==> config.mk <==
export PLATFORM = sky130hd
export DESIGN_NAME = keyed_sha1_range_hash
export DESIGN_NICKNAME = d
export VERILOG_FILES = /design/src/design/kshash_pkg.sv /design/src/design/keyed_sha1_range_hash.sv /design/src/design/kshash_round.sv /design/src/design/kshash_mod.sv
export SDC_FILE = /design/constraint.sdc
export NUM_CORES = 2
export LEC_CHECK = 0
export BUFFER_PORTS_ARGS = -buffer_cell sky130_fd_sc_hd__buf_4
export CAP_MARGIN = 20
export CORE_MARGIN = 5
export CORE_UTILIZATION = 45
export CTS_CLUSTER_DIAMETER = 80
export DETAILED_ROUTE_END_ITERATION = 12
export GPL_TIMING_DRIVEN = 0
export PLACE_DENSITY_LB_ADDON = 0.1
export SKIP_LAST_GASP = 1
export SYNTH_ARGS = -nofsm -noshare
export SYNTH_HDL_FRONTEND = slang
export SYNTH_SLANG_ARGS = --single-unit
==> constraint.sdc <==
create_clock -name clk -period 32.9 [get_ports clk]
set_input_delay 4.935 -clock clk [delete_from_list [all_inputs] [get_ports clk]]
set_output_delay 4.935 -clock clk [all_outputs]
set_load 0.01 [all_outputs]
==> src/design/kshash_pkg.sv <==
// Shared types and constants for the keyed SHA-1 range hash.
package kshash_pkg;

  localparam int KEY_BYTES    = 16;
  localparam int DIGEST_WORDS = 5;
  localparam int ADDR_W       = 5;

  localparam logic [1:0] REG_KEY_LOW  = 2'd0;
  localparam logic [1:0] REG_KEY_HIGH = 2'd1;
  localparam logic [1:0] REG_KEY_LEN  = 2'd2;
  localparam logic [1:0] REG_MODULUS  = 2'd3;

  localparam logic [31:0] H_INIT [5] = '{32'h67452301, 32'hEFCDAB89, 32'h98BADCFE,
                                         32'h10325476, 32'hC3D2E1F0};
  localparam logic [31:0] K_0 = 32'h5A827999;
  localparam logic [31:0] K_1 = 32'h6ED9EBA1;
  localparam logic [31:0] K_2 = 32'h8F1BBCDC;
  localparam logic [31:0] K_3 = 32'hCA62C1D6;

  localparam logic [7:0] PAD_MARK  = 8'h80;
  localparam logic [5:0] LEN_START = 6'd56;

  typedef enum logic [3:0] {
    ST_IDLE, ST_KEY, ST_DATA, ST_PADB, ST_PADZ, ST_PADL,
    ST_CSTART, ST_CWAIT, ST_FSTART, ST_FWAIT, ST_EMIT
  } state_t;

  typedef struct packed {
    logic start;
    logic init;
  } rnd_ctl_t;

endpackage

==> src/design/keyed_sha1_range_hash.sv <==
// Top level: register port, byte sequencer, SHA-1 round unit and range fold.
// Each data word is first registered and then written into the block buffer,
// and the key is fed in at one byte per cycle, except while a block is
// compressed, ahead of the first data word of a message. Every full 64-byte
// block runs the shared SHA-1 round unit (start, 80 rounds, chaining add,
// handoff), during which no word is accepted. The final word adds 9 to 72
// padding bytes, one byte per cycle outside its one or two compressions,
// and then four passes of the bit-serial remainder unit produce the result.
module keyed_sha1_range_hash (
  input  logic                          clk,
  input  logic                          rst_n,
  input  logic                          psel,
  input  logic                          penable,
  input  logic                          pwrite,
  input  logic [kshash_pkg::ADDR_W-1:0] paddr,
  input  logic [63:0]                   pwdata,
  output logic [63:0]                   prdata,
  output logic                          pready,
  input  logic                          in_valid,
  output logic                          in_stall,
  input  logic [7:0]                    in_data_byte,
  input  logic                          in_last_byte,
  output logic                          out_valid,
  input  logic                          out_stall,
  output logic [30:0]                   out_hash_value
);

  logic [63:0] key_low_r, key_high_r;
  logic [4:0]  key_length_r;
  logic [30:0] modulus_r;

  kshash_pkg::state_t state_r, state_nxt, ret_r, ret_nxt;
  logic [31:0] blk_r [16];
  logic [5:0]  fill_r, fill_nxt;
  logic [63:0] bitlen_r, bitlen_nxt;
  logic        key_ins_r, key_ins_nxt;
  logic [4:0]  klen_r, klen_nxt;
  logic [3:0]  key_idx_r, key_idx_nxt;
  logic [2:0]  len_idx_r, len_idx_nxt;
  logic [7:0]  byte_r, byte_nxt;
  logic        last_r, last_nxt;
  logic [31:0] fold_r, fold_nxt;
  logic [2:0]  fidx_r, fidx_nxt;
  logic        out_valid_r, out_valid_nxt;
  logic [30:0] out_hash_r, out_hash_nxt;

  logic                 put_en;
  logic [7:0]           put_byte;
  kshash_pkg::state_t   after;
  kshash_pkg::rnd_ctl_t rctl;
  logic                 mod_start, rnd_done, mod_done;
  logic [511:0]         block;
  logic [31:0]          h [5];
  logic [30:0]          rem;
  logic [4:0]           key_eff;
  logic [63:0]          key_src;
  logic                 cfg_wr;

  assign pready = 1'b1;
  assign cfg_wr = psel & penable & pwrite;

  always_ff @(posedge clk) begin
    if (!rst_n) begin
      key_low_r    <= '0;
      key_high_r   <= '0;
      key_length_r <= '0;
      modulus_r    <= 31'd1;
    end else if (cfg_wr) begin
      case (paddr[4:3])
        kshash_pkg::REG_KEY_LOW:  key_low_r    <= pwdata;
        kshash_pkg::REG_KEY_HIGH: key_high_r   <= pwdata;
        kshash_pkg::REG_KEY_LEN:  key_length_r <= pwdata[4:0];
        kshash_pkg::REG_MODULUS:  modulus_r    <= pwdata[30:0];
        default: ;
      endcase
    end
  end

  always_comb begin
    case (paddr[4:3])
      kshash_pkg::REG_KEY_LOW:  prdata = key_low_r;
      kshash_pkg::REG_KEY_HIGH: prdata = key_high_r;
      kshash_pkg::REG_KEY_LEN:  prdata = {59'd0, key_length_r};
      kshash_pkg::REG_MODULUS:  prdata = {33'd0, modulus_r};
      default:                  prdata = '0;
    endcase
  end

  assign key_eff = (key_length_r > 5'(kshash_pkg::KEY_BYTES)) ?
                   5'(kshash_pkg::KEY_BYTES) : key_length_r;
  assign key_src = key_idx_r[3] ? key_high_r : key_low_r;

  always_comb for (int i = 0; i < 16; i++) block[511 - 32*i -: 32] = blk_r[i];

  assign in_stall = (state_r != kshash_pkg::ST_IDLE);

  always_comb begin
    state_nxt     = state_r;
    ret_nxt       = ret_r;
    fill_nxt      = fill_r;
    bitlen_nxt    = bitlen_r;
    key_ins_nxt   = key_ins_r;
    klen_nxt      = klen_r;
    key_idx_nxt   = key_idx_r;
    len_idx_nxt   = len_idx_r;
    byte_nxt      = byte_r;
    last_nxt      = last_r;
    fold_nxt      = fold_r;
    fidx_nxt      = fidx_r;
    out_valid_nxt = out_valid_r;
    out_hash_nxt  = out_hash_r;
    put_en        = 1'b0;
    put_byte      = '0;
    after         = kshash_pkg::ST_IDLE;
    rctl          = '0;
    mod_start     = 1'b0;

    if (out_valid_r && !out_stall) out_valid_nxt = 1'b0;

    case (state_r)
      kshash_pkg::ST_IDLE: begin
        if (in_valid) begin
          byte_nxt = in_data_byte;
          last_nxt = in_last_byte;
          if (!key_ins_r && key_eff != 5'd0) begin
            klen_nxt    = key_eff;
            key_idx_nxt = '0;
            state_nxt   = kshash_pkg::ST_KEY;
          end else begin
            state_nxt = kshash_pkg::ST_DATA;
          end
          key_ins_nxt = 1'b1;
        end
      end
      kshash_pkg::ST_KEY: begin
        put_en      = 1'b1;
        put_byte    = key_src[8*key_idx_r[2:0] +: 8];
        bitlen_nxt  = bitlen_r + 64'd8;
        key_idx_nxt = key_idx_r + 4'd1;
        after = ({1'b0, key_idx_r} + 5'd1 == klen_r) ? kshash_pkg::ST_DATA
                                                    : kshash_pkg::ST_KEY;
      end
      kshash_pkg::ST_DATA: begin
        put_en     = 1'b1;
        put_byte   = byte_r;
        bitlen_nxt = bitlen_r + 64'd8;
        after      = last_r ? kshash_pkg::ST_PADB : kshash_pkg::ST_IDLE;
      end
      kshash_pkg::ST_PADB: begin
        put_en   = 1'b1;
        put_byte = kshash_pkg::PAD_MARK;
        after    = kshash_pkg::ST_PADZ;
      end
      kshash_pkg::ST_PADZ: begin
        if (fill_r == kshash_pkg::LEN_START) begin
          len_idx_nxt = '0;
          state_nxt   = kshash_pkg::ST_PADL;
        end else begin
          put_en = 1'b1;
          after  = kshash_pkg::ST_PADZ;
        end
      end
      kshash_pkg::ST_PADL: begin
        put_en      = 1'b1;
        put_byte    = bitlen_r[8*(3'd7 - len_idx_r) +: 8];
        len_idx_nxt = len_idx_r + 3'd1;
        after = (len_idx_r == 3'd7) ? kshash_pkg::ST_FSTART : kshash_pkg::ST_PADL;
      end
      kshash_pkg::ST_CSTART: begin
        rctl.start = 1'b1;
        state_nxt  = kshash_pkg::ST_CWAIT;
      end
      kshash_pkg::ST_CWAIT: begin
        if (rnd_done) begin
          state_nxt = ret_r;
          if (ret_r == kshash_pkg::ST_FSTART) begin
            fold_nxt = h[0];
            fidx_nxt = 3'd1;
          end
        end
      end
      kshash_pkg::ST_FSTART: begin
        mod_start = 1'b1;
        state_nxt = kshash_pkg::ST_FWAIT;
      end
      kshash_pkg::ST_FWAIT: begin
        if (mod_done) begin
          fold_nxt = {1'b0, rem};
          fidx_nxt = fidx_r + 3'd1;
          state_nxt = (fidx_r == 3'(kshash_pkg::DIGEST_WORDS - 1)) ?
                      kshash_pkg::ST_EMIT : kshash_pkg::ST_FSTART;
        end
      end
      kshash_pkg::ST_EMIT: begin
        // hold until the output register is free
        if (!out_valid_r || !out_stall) begin
          out_valid_nxt = 1'b1;
          out_hash_nxt  = (modulus_r == 31'd0) ? 31'd0 : fold_r[30:0];
          rctl.init     = 1'b1;
          fill_nxt      = '0;
          bitlen_nxt    = '0;
          key_ins_nxt   = 1'b0;
          state_nxt     = kshash_pkg::ST_IDLE;
        end
      end
      default: state_nxt = kshash_pkg::ST_IDLE;
    endcase

    if (put_en) begin
      if (fill_r == 6'd63) begin
        fill_nxt  = '0;
        ret_nxt   = after;
        state_nxt = kshash_pkg::ST_CSTART;
      end else begin
        fill_nxt  = fill_r + 6'd1;
        state_nxt = after;
      end
    end
  end

  // byte 0 of each word lands in the top lane
  always_ff @(posedge clk) begin
    if (put_en) blk_r[fill_r[5:2]][8*(2'd3 - fill_r[1:0]) +: 8] <= put_byte;
  end

  always_ff @(posedge clk) begin
    if (!rst_n) begin
      state_r     <= kshash_pkg::ST_IDLE;
      ret_r       <= kshash_pkg::ST_IDLE;
      fill_r      <= '0;
      bitlen_r    <= '0;
      key_ins_r   <= 1'b0;
      klen_r      <= '0;
      key_idx_r   <= '0;
      len_idx_r   <= '0;
      fidx_r      <= '0;
      fold_r      <= '0;
      out_valid_r <= 1'b0;
    end else begin
      state_r     <= state_nxt;
      ret_r       <= ret_nxt;
      fill_r      <= fill_nxt;
      bitlen_r    <= bitlen_nxt;
      key_ins_r   <= key_ins_nxt;
      klen_r      <= klen_nxt;
      key_idx_r   <= key_idx_nxt;
      len_idx_r   <= len_idx_nxt;
      fidx_r      <= fidx_nxt;
      fold_r      <= fold_nxt;
      out_valid_r <= out_valid_nxt;
    end
  end

  always_ff @(posedge clk) begin
    byte_r     <= byte_nxt;
    last_r     <= last_nxt;
    out_hash_r <= out_hash_nxt;
  end

  kshash_round u_round (
    .clk   (clk),
    .rst_n (rst_n),
    .ctl   (rctl),
    .block (block),
    .done  (rnd_done),
    .h     (h)
  );

  kshash_mod u_mod (
    .clk     (clk),
    .rst_n   (rst_n),
    .start   (mod_start),
    .hi      (h[fidx_r]),
    .lo      (fold_r),
    .modulus (modulus_r),
    .done    (mod_done),
    .rem     (rem)
  );

  assign out_valid      = out_valid_r;
  assign out_hash_value = out_hash_r;

endmodule

==> src/design/kshash_round.sv <==
// SHA-1 compression: one round per cycle over a 16-word schedule window.
module kshash_round (
  input  logic                clk,
  input  logic                rst_n,
  input  kshash_pkg::rnd_ctl_t ctl,
  input  logic [511:0]        block,
  output logic                done,
  output logic [31:0]         h [5]
);

  logic [31:0] h_r [5];
  logic [31:0] w_r [16];
  logic [31:0] a_r, b_r, c_r, d_r, e_r;
  logic [6:0]  rnd_r;
  logic        busy_r, add_r, done_r;
  logic [31:0] f, k, t, w_new;

  always_comb begin
    if (rnd_r < 7'd20) begin
      f = (b_r & c_r) | (~b_r & d_r);
      k = kshash_pkg::K_0;
    end else if (rnd_r < 7'd40) begin
      f = b_r ^ c_r ^ d_r;
      k = kshash_pkg::K_1;
    end else if (rnd_r < 7'd60) begin
      f = (b_r & c_r) | (b_r & d_r) | (c_r & d_r);
      k = kshash_pkg::K_2;
    end else begin
      f = b_r ^ c_r ^ d_r;
      k = kshash_pkg::K_3;
    end
    t     = {a_r[26:0], a_r[31:27]} + f + e_r + k + w_r[0];
    w_new = w_r[13] ^ w_r[8] ^ w_r[2] ^ w_r[0];
    w_new = {w_new[30:0], w_new[31]};
  end

  always_ff @(posedge clk) begin
    if (!rst_n) begin
      busy_r <= 1'b0;
      add_r  <= 1'b0;
      done_r <= 1'b0;
      rnd_r  <= '0;
      for (int i = 0; i < 5; i++) h_r[i] <= kshash_pkg::H_INIT[i];
    end else begin
      done_r <= 1'b0;
      if (ctl.init) begin
        for (int i = 0; i < 5; i++) h_r[i] <= kshash_pkg::H_INIT[i];
      end else if (ctl.start) begin
        busy_r <= 1'b1;
        rnd_r  <= '0;
        a_r <= h_r[0]; b_r <= h_r[1]; c_r <= h_r[2]; d_r <= h_r[3]; e_r <= h_r[4];
        for (int i = 0; i < 16; i++) w_r[i] <= block[511 - 32*i -: 32];
      end else if (busy_r) begin
        a_r <= t;
        b_r <= a_r;
        c_r <= {b_r[1:0], b_r[31:2]};
        d_r <= c_r;
        e_r <= d_r;
        for (int i = 0; i < 15; i++) w_r[i] <= w_r[i+1];
        w_r[15] <= w_new;
        rnd_r <= rnd_r + 7'd1;
        if (rnd_r == 7'd79) begin
          busy_r <= 1'b0;
          add_r  <= 1'b1;
        end
      end else if (add_r) begin
        // fold the working variables into the chaining words
        h_r[0] <= h_r[0] + a_r;
        h_r[1] <= h_r[1] + b_r;
        h_r[2] <= h_r[2] + c_r;
        h_r[3] <= h_r[3] + d_r;
        h_r[4] <= h_r[4] + e_r;
        add_r  <= 1'b0;
        done_r <= 1'b1;
      end
    end
  end

  assign done = done_r;
  always_comb for (int i = 0; i < 5; i++) h[i] = h_r[i];

endmodule

==> src/design/kshash_mod.sv <==
// Bit-serial restoring remainder of a 64-bit word by a 31-bit modulus.
module kshash_mod (
  input  logic        clk,
  input  logic        rst_n,
  input  logic        start,
  input  logic [31:0] hi,
  input  logic [31:0] lo,
  input  logic [30:0] modulus,
  output logic        done,
  output logic [30:0] rem
);

  logic [63:0] num_r;
  logic [31:0] r_r;
  logic [5:0]  cnt_r;
  logic        busy_r, done_r;
  logic [31:0] rs;

  always_comb begin
    rs = {r_r[30:0], num_r[63]};
    if (rs >= {1'b0, modulus}) rs = rs - {1'b0, modulus};
  end

  always_ff @(posedge clk) begin
    if (!rst_n) begin
      busy_r <= 1'b0;
      done_r <= 1'b0;
      cnt_r  <= '0;
    end else begin
      done_r <= 1'b0;
      if (start) begin
        busy_r <= 1'b1;
        cnt_r  <= '0;
        num_r  <= {hi, lo};
        r_r    <= '0;
      end else if (busy_r) begin
        r_r   <= rs;
        num_r <= {num_r[62:0], 1'b0};
        cnt_r <= cnt_r + 6'd1;
        if (cnt_r == 6'd63) begin
          busy_r <= 1'b0;
          done_r <= 1'b1;
        end
      end
    end
  end

  assign done = done_r;
  assign rem  = r_r[30:0];

endmodule

==> flow_summary.yaml <==
setup_path:
  required_ps: 27960
  critPathMaxFanout: 10
  arrival_ps: 7590
  start_kind: "input pin"
  cp-endpoint: "prdata[62]"
  worst-setup-path-type: "input pin to output port"
  reg2regPathDepth: 24
  r2r-end: "u_round.a_r[30]"
  endpoint_kind: "output port"
  crit_start: "paddr[4]"
  ff2ff_setup_slack_ps: 23970
  worstReg2RegStart: "u_round.rnd_r[5]"
clock_network:
  postCtsSetupBuffers: 0
  cts_tree: "done"
  cts_inserted_buffers: 197
  hold_buffers: 0
  insertion_delay_ps: 860
  cts_buffer_depth: 3
  clkTransAtPathRegs_ps: 60
  cts-resized-gates: 0
  cts_root_buf: "clkbuf_16"
  clock_sink_count: 1785
  h-tree-depth: 4
synth:
  syn-cell-area_sq_mm: 0.0869
  synth_cells: 7813
  synthTopCellsByArea: "edfxtp_1 51%, nand2_1 9.1%, dfxtp_1 7.0%, ha_1 3.8%, fa_1 2.9%"
  synth_top_area_frac: 0.511
  ys_ff_latch: 1785
  yosysSeqAreaShare: 0.582
  yosys_warnings: 0
  synth_area_per_cell_sq_um: 11.1
  synth_cell_types: 93
  async_flop_share: 0
  syn_nets: 8288
  synth_area_leader_cell: "edfxtp_1"
  synth_edf_count: 1479
  ys.flop_type: "edfxtp_1"
sta:
  finalMaxSlewViolations: 0
  fmax_mhz: 79.8
  fin_crit_sh: 0.381
  skew_ps: 54.8
  rsz0062_at_grt: "no"
  min_period_ps: 12530
  tns_ps: 0
  whs_ps: 470
  slew_headroom: 0.202
  hold_viol_final: 0
  setup_viol_count_final: 0
  worst_slew_pin_slew_ps: 1200
  setup_slack_ps: 20370
global_route:
  grt_usage: 0.276
  grt_overflow_total: 0
  grt_pass1_vias: 60900
  grt_max_degree: 66
  grt_pass1_wl_mm: 414
  antenna_found_initial: 11
place:
  place_congestion: 0.941
  preCtsSetupSlack_ps: 20530
  port_buffers: 175
  dp_hpwl_mm: 214
layout:
  nets: 8752
  utilization: 0.515
  drive_above_1_share: 0.105
  fillCellCount: 17000
  multiInputGateArea_sq_mm: 0.0341
  syn_to_final_growth_pct: 13.9
  final-seq-area_sq_mm: 0.0505
floorplanning:
  ioPinCount: 183
  initial_core_util: 0.452
  die_y_microns: 449
  rows: 161
  die_area_sq_mm: 0.202
  fp.coreArea_sq_mm: 0.192
  die_w_microns: 449
routing:
  drt_iter0_drc: 6288
  wl_mm: 286
  wire_per_inst_microns: 26.0
  dr.pass1.iters: 6
  vias: 62300
  drc: 0
  vias_per_cell: 5.68
  ant_nets: 0
run_status:
  status: "completed"
power_and_ir_drop:
  ir_worst_vdd_uv: 61.6
  p_leak_nw: 36.8
  total_power_mw: 5.69
  power.density_mw_per_mm2: 57.5
worst_hold_path:
  hold_depth: 2
  hold_path.class: "register to register"
run:
  max_cap_violations: 0
[cells by family after synthesis]
logic type,Yosys count,share of synthesized area
multiplexers,365,0.0578
AND/OR/NAND/NOR,3205,0.153
buffers and inverters,629,0.0274
other,1,0.0000432
adder cells (fa/ha/maj),390,0.0670
XOR/XNOR,297,0.0299
AO/OA/AOI/OAI,1141,0.0832
flip-flops,1785,0.582
[cells in the final DEF, fill, tap and decap left out, types with 75 or more instances in the layout]
cell,n
a21o_1,98
a21oi_1,412
buf_4,203
clkbuf_1,349
clkbuf_16,199
dfxtp_1,306
edfxtp_1,1479
fa_1,125
ha_1,265
inv_1,276
mux2_2,191
mux2i_1,84
mux4_2,90
nand2_1,2103
nand3_1,94
nor2_1,560
nor2b_1,95
nor3_1,75
o21ai_0,220
xnor2_1,190
xor2_1,107
[synthesized netlist by cell type (9+ instances only)]
cell,n
a211o_1,15
a211oi_1,35
a21boi_0,13
a21o_1,98
a21oi_1,412
a221oi_1,9
a22o_1,28
a22oi_1,42
a311oi_1,36
a31o_2,9
a31oi_1,33
and2_1,17
and3_1,41
buf_1,31
buf_2,9
clkbuf_1,307
dfxtp_1,306
edfxtp_1,1479
fa_1,125
ha_1,265
inv_1,276
mux2_2,191
mux2i_1,84
mux4_2,90
nand2_1,2106
nand2b_1,34
nand3_1,94
nand3b_1,9
nand4_1,48
nor2_1,567
nor2b_1,98
nor3_1,76
nor3b_1,16
nor4_1,25
o211ai_1,17
o21a_1,41
o21ai_0,220
o21bai_1,19
o31ai_1,14
o32ai_1,20
or2_2,12
or3_1,29
xnor2_1,190
xor2_1,107
[worst min path at each step]
stage / to / from
after floorplan: bitlen_r[63] / bitlen_r[63]
after global placement: bitlen_r[63] / bitlen_r[63]
after detailed placement: key_high_r[40] / key_high_r[40]
after CTS: key_high_r[27] / key_high_r[27]
after global routing: key_high_r[40] / key_high_r[40]
final: key_high_r[40] / key_high_r[40]
[worst max-delay path: stages]
cell and delay (ps):
clkbuf_1 230, clkbuf_1 740, buf_1 600, clkbuf_1 610
nor2_1 250, buf_4 210
[stage by stage]
step,instance area [sq um],instances
6_report,99000,11000
5_1_grt,99000,11000
3_3_place_gp,91400,10500
4_1_cts,98900,11000
2_1_floorplan,86900,7813
3_5_place_dp,92500,10600
[state kept, by name (all words and copies together) (netlist names), 61 cells and up]
name,count
blk_r,512
key_high_r,64
bitlen_r,61
u_round.w_r,512
u_round.h_r,160
key_low_r,64
u_mod.num_r,64
[final cells by class]
class / instances / area share
clock buffer: 245 / 0.0523
tap: 2526 / 0.0319
antenna: 10 / 0.000253
sequential: 1785 / 0.511
multi-input combinational: 5399 / 0.344
buffer: 349 / 0.0135
clock inverter: 119 / 0.0117
timing repair buffer: 265 / 0.0253
inverter: 280 / 0.0106
[layer usage]
metal / global-route usage / vias to the layer above / wire (microns)
met4: 0.113 / 2 / 13100
li1: - / 28500 / -
met1: 0.377 / 31100 / 122000
met3: 0.0361 / 522 / 16700
met5: 0 / - / 10
met2: 0.449 / 2206 / 134000
[power breakdown]
part / switching (mW) / internal [mW] / leakage (nW)
registers: 0.0682 / 2.59 / 15.9
logic: 0.555 / 0.290 / 17.9
clock network: 0.964 / 1.22 / 3.07
total: 1.59 / 4.10 / 36.8
No activity file was read; power rests on OpenSTA's default activity.
